File: src/rtl/tlcc_pkg.sv
// ----------------------------------------------------------------------------
// tlcc_pkg
// Shared constants, codes and row sizing for the two-level cache controller.
// ----------------------------------------------------------------------------
package tlcc_pkg;

   localparam int ADDR_W   = 32;
   localparam int DATA_W   = 32;
   localparam int CNT_W    = 32;
   localparam int DEF_SETS = 16;
   localparam int DEF_WAYS = 8;

   typedef logic [1:0] level_type;

   localparam level_type HIT_L1   = 2'd0;
   localparam level_type HIT_L2   = 2'd1;
   localparam level_type HIT_MISS = 2'd2;

   localparam logic OP_READ  = 1'b0;
   localparam logic OP_WRITE = 1'b1;

   // One row per set: the L1 line followed by every L2 way with its rank.
   function automatic int row_width(input int sets, input int ways);
      int tw;
      int wb;
      tw = ADDR_W - $clog2(sets);
      wb = $clog2(ways);
      return (1 + tw + DATA_W) + ways * (1 + tw + DATA_W + wb);
   endfunction

endpackage

File: src/rtl/tlcc_lookup.sv
// ----------------------------------------------------------------------------
// tlcc_lookup
// Tag match across L1 and all L2 ways of one set, swap / fill / LRU update,
// and the new row to write back.
// ----------------------------------------------------------------------------
module tlcc_lookup #(
   parameter int SETS = tlcc_pkg::DEF_SETS,
   parameter int WAYS = tlcc_pkg::DEF_WAYS,
   localparam int SET_BITS = $clog2(SETS),
   localparam int ROW_W = tlcc_pkg::row_width(SETS, WAYS)
) (
   input  logic                        opcode,
   input  logic [tlcc_pkg::ADDR_W-1:0] address,
   input  logic [tlcc_pkg::DATA_W-1:0] write_data,
   input  logic [tlcc_pkg::DATA_W-1:0] memory_word,
   input  logic [ROW_W-1:0]            row_in,
   output logic [ROW_W-1:0]            row_out,
   output logic [ROW_W-1:0]            row_reset,
   output tlcc_pkg::level_type         hit_level,
   output logic [tlcc_pkg::DATA_W-1:0] read_data
);

   localparam int TAG_W = tlcc_pkg::ADDR_W - SET_BITS;
   localparam int WB    = $clog2(WAYS);

   typedef struct packed {
      logic                        valid;
      logic [TAG_W-1:0]            tag;
      logic [tlcc_pkg::DATA_W-1:0] word;
   } line_type;

   typedef struct packed {
      line_type        line;
      logic [WB-1:0]   rank;
   } way_type;

   typedef struct packed {
      way_type [WAYS-1:0] ways;
      line_type           l1;
   } row_type;

   row_type          cur;
   row_type          nxt;
   row_type          clr;
   logic [TAG_W-1:0] tag;
   logic             is_write;
   logic             l1_hit;
   logic             l2_hit;
   logic [WB-1:0]    hit_way;
   logic [WB-1:0]    victim;
   logic [WB-1:0]    disp_way;
   logic [WB-1:0]    old_rank;
   logic             do_disp;

   assign cur      = row_in;
   assign tag      = address[tlcc_pkg::ADDR_W-1:SET_BITS];
   assign is_write = (opcode == tlcc_pkg::OP_WRITE);

   // Row after reset: nothing valid, ranks equal to way number.
   always_comb begin
      clr = '0;
      for (int k = 0; k < WAYS; k++) begin
         clr.ways[k].rank = WB'(k);
      end
   end

   always_comb begin
      nxt      = cur;
      l1_hit   = cur.l1.valid && (cur.l1.tag == tag);
      l2_hit   = 1'b0;
      hit_way  = '0;
      victim   = '0;
      // descending scans: the lowest-numbered way wins
      for (int k = WAYS - 1; k >= 0; k--) begin
         if (cur.ways[k].line.valid && (cur.ways[k].line.tag == tag)) begin
            l2_hit  = 1'b1;
            hit_way = WB'(k);
         end
         if (cur.ways[k].rank == '0) begin
            victim = WB'(k);
         end
      end

      disp_way = l2_hit ? hit_way : victim;
      old_rank = cur.ways[disp_way].rank;
      do_disp  = !l1_hit && (l2_hit || !is_write);

      if (do_disp) begin
         for (int k = 0; k < WAYS; k++) begin
            if (cur.ways[k].rank > old_rank) begin
               nxt.ways[k].rank = cur.ways[k].rank - WB'(1);
            end
         end
         nxt.ways[disp_way].line = cur.l1;
         nxt.ways[disp_way].rank = WB'(WAYS - 1);
         nxt.l1.valid = 1'b1;
         nxt.l1.tag   = tag;
         if (is_write) begin
            nxt.l1.word = write_data;
         end else if (l2_hit) begin
            nxt.l1.word = cur.ways[hit_way].line.word;
         end else begin
            nxt.l1.word = memory_word;
         end
      end else if (l1_hit && is_write) begin
         nxt.l1.word = write_data;
      end
   end

   always_comb begin
      if (l1_hit) begin
         hit_level = tlcc_pkg::HIT_L1;
      end else if (l2_hit) begin
         hit_level = tlcc_pkg::HIT_L2;
      end else begin
         hit_level = tlcc_pkg::HIT_MISS;
      end
   end

   assign read_data = is_write ? '0 : nxt.l1.word;
   assign row_out   = nxt;
   assign row_reset = clr;

endmodule

File: config.mk
export PLATFORM = sky130hd
export DESIGN_NAME = tlcc_lookup
export DESIGN_NICKNAME = d
export VERILOG_FILES = /design/src/rtl/tlcc_pkg.sv /design/src/rtl/tlcc_lookup.sv
export SDC_FILE = /design/constraint.sdc
export NUM_CORES = 1
export LEC_CHECK = 0
export ABC_CLOCK_PERIOD_IN_PS = 6100
export BUFFER_PORTS_ARGS = -buffer_cell sky130_fd_sc_hd__buf_2
export CAP_MARGIN = 20
export CORE_AREA = 4 4 722 724
export DETAILED_ROUTE_END_ITERATION = 8
export DIE_AREA = 0 0 726 728
export SYNTH_ARGS = -nofsm -noshare
export SYNTH_HDL_FRONTEND = slang
export SYNTH_SLANG_ARGS = --single-unit
File: constraint.sdc
create_clock -name vclk -period 6.1
set_input_delay 0.305 -clock vclk [all_inputs]
set_output_delay 0.305 -clock vclk [all_outputs]
set_load 0.005 [all_outputs]
==> impl_metrics.ini <==
[outcome]
status = complete, no violations

[floorplanning]
num_rows = 264
start_util_pct = 3.878
design.die.area_sq_um = 528500
ios = 1850
die_y_microns = 728
core_sq_um = 515300
die_w_microns = 726

[routing]
wl_mm = 374.1
drt_iter0_markers = 2981
remaining_drc_errors = 0
vias = 27392
firstDrtPassIters = 6
wire_per_inst_microns = 34.64
ant_nets = 0
viasPerCell = 2.536

[final_layout]
final_util_pct = 6.832
register_area_sq_um = 0
nFillCells = 61020
nets = 4595
postLayoutCellArea_sq_um = 35210
design.seq.count = 0
stdcell_count = 10800
layout-drive-gt1-share_pct = 51.68
nClkBuffers = 0
area_delta_synth_final_pct = 76.18

[worst_setup_path]
critPathArrivalTime_ns = 5.59
crit_path_start_kind = input port
crit_required_ns = 5.79
endpoint_kind = primary output
path_class = in2out
worstPathMaxFanout = 6

[global_route]
antenna_found_initial = 313
grt_max_degree = 70
grt_pass1_wl_mm = 424.5
grt_pass1_vias = 23597
globalRouteOverflowTotal = 0
grt_usage_pct = 13.34

[logic_synthesis]
synth_area_leaders = mux2_2 27%, buf_4 22%, xnor2_1 7.9%
syn-instance-count = 2635
syn_avg_cell_area_sq_um = 7.584
syn_area_sq_um = 19980
synth_top_cell_area_share_pct = 27.44
synth_cell_types = 75
ys_warn_count = 0
synth_largest_area_cell = mux2_2
yosysSeqAreaShare_pct = 0

[sta]
period_share_pct = 96.56
fmax_ghz = 0.1698
fin_hold_ws_ns = 0.9154
min_period_ns = 5.890
setup_viol = 0
hold_viol_final = 0
slew_viol_final = 0
slew_headroom_pct = 28.64
setup_ws_ns = 0.2100
rsz0062_at_grt = false
tightest_slew_ns = 1.070

[placement]
io_buffers = 1273
gp_congestion = 0.9187
place_inst = 10674
place_ws_ns = -0.2016
placed_area_sq_um = 34800
dp_hpwl_mm = 338.9

[flow_run]
max-cap-violations = 0

[cts]
post_cts_buffers = 0
cts-hold-fix-buffers = 0

[power]
p_leak_uw = 0.01385
powerDensity_nw_per_um2 = 95.77
ir_drop_uv = 38.55

[hold_path]
hold_class = in2out
layout make-up:
| class | instances | area, sq um | share of cell area [%] |
|---|---|---|---|
| Antenna cell | 126 | 315.3 | 0.8956 |
| Tap cell | 6783 | 8487 | 24.11 |
| Inverter | 36 | 135.1 | 0.3838 |
| Multi-Input combinational cell | 2388 | 16960 | 48.17 |
| Timing Repair Buffer | 1467 | 9311 | 26.45 |
critical path: stages:
cell      delay [ns]
buf_2           0.42
buf_4           0.29
xnor2_1         0.17
nand4_1         0.18
nor4_2          0.27
nand4_1         0.35
buf_6           0.27
nand4_1         0.12
nor2_1          0.10
o21ai_0         0.20
buf_4           0.16
nor2_1          0.05
o41ai_1         0.39
buf_4           0.18
o311ai_1        0.11
buf_4           0.20
ha_1            0.33
nand2_1         0.08
nor2_1          0.04
o21ai_0         0.17
o21ai_0         0.12
nor3b_2         0.18
buf_4           0.18
and4_1          0.20
nor2_2          0.26
buf_2           0.21
metal layers:
metal / global-route usage (%) / up-vias / wire (microns)
met5: 0.08088 / - / 1058
met4: 3.142 / 162 / 13960
met3: 6.364 / 532 / 46740
met2: 20.84 / 2573 / 160600
met1: 16.44 / 13348 / 151800
li1: - / 10777 / -
through the flow:
step | power, uW | TNS [ns]
detailed placement | 3432 | -0.5257
CTS | 3451 | 0
global placement | 3443 | -0.8163
floorplan | 1371 | 0
global route | 3554 | 0
finish | 3372 | 0
report_power, final:
group | switching, uW | leakage (uW) | internal [uW] | total [uW]
sequential | 0 | 0 | 0 | 0
combinational | 2210 | 0.0139 | 1160 | 3370
clock | 0 | 0.000000807 | 0.000290 | 0.000291
total | 2210 | 0.0139 | 1160 | 3370
placed cells by master (no fill, tap or decap), types with 5 or more instances in the layout:
cell type,n
mux2i_1,124
a31oi_1,19
o211ai_1,15
or3_1,7
a32o_1,27
a22oi_1,7
o22ai_1,7
buf_12,100
mux2_2,487
xnor2_1,180
nor4_1,38
conb_1,573
nand4_1,82
a21o_1,25
buf_2,1189
a32oi_1,5
ha_1,32
buf_4,170
xor2_1,77
mux2_1,33
nor2_1,57
inv_1,35
nand2b_1,12
o21ai_0,31
nor3b_1,8
nor3_1,15
nand2_1,266
a21oi_1,73
diode_2,126
a211oi_1,6
and2_1,11
or2_2,6
nand2_4,6
nand3_1,74
timing repair:
action                                  4_1_cts  5_1_grt
pin swaps                                     0        4
endpoints found under the setup margin        5       15
gates resized for setup                       4       17
worst paths after layout:
| kind | start | endpoint | depth (start not counted) |
|---|---|---|---|
| worst max-delay path | address[20] | row_out[447] | 26 |
| worst min-delay path | row_in[336] | row_out[336] | 3 |
synth_stat cells (4+ instances only):
| master | instances |
|---|---|
| xnor2_1 | 181 |
| and2_1 | 11 |
| clkbuf_1 | 63 |
| inv_1 | 36 |
| nand2_1 | 273 |
| buf_1 | 52 |
| a21o_1 | 26 |
| nor2b_1 | 4 |
| a21oi_1 | 73 |
| or4_1 | 4 |
| or3_1 | 7 |
| mux2_1 | 33 |
| nand2b_1 | 12 |
| o21ai_0 | 31 |
| a32o_1 | 27 |
| or2_2 | 6 |
| and4_1 | 4 |
| a22oi_1 | 7 |
| nor3b_1 | 8 |
| mux2_2 | 487 |
| nand3_1 | 77 |
| a211oi_1 | 6 |
| nand4_1 | 82 |
| mux2i_1 | 124 |
| nor4_1 | 40 |
| nor3_1 | 17 |
| a32oi_1 | 5 |
| nor2_1 | 60 |
| buf_4 | 577 |
| ha_1 | 32 |
| o211ai_1 | 15 |
| o22ai_1 | 7 |
| buf_2 | 88 |
| xor2_1 | 77 |
| a31oi_1 | 19 |
kinds of logic after synthesis:
group | synth area share [%]
AO/OA/AOI/OAI | 8.378
multiplexers | 35.73
XOR/XNOR | 11.31
adder cells (fa/ha/maj) | 2.004
other | 0.03758
AND/OR/NAND/NOR | 15.71
buffers and inverters | 26.83
Power figures use the tool's default switching activity.
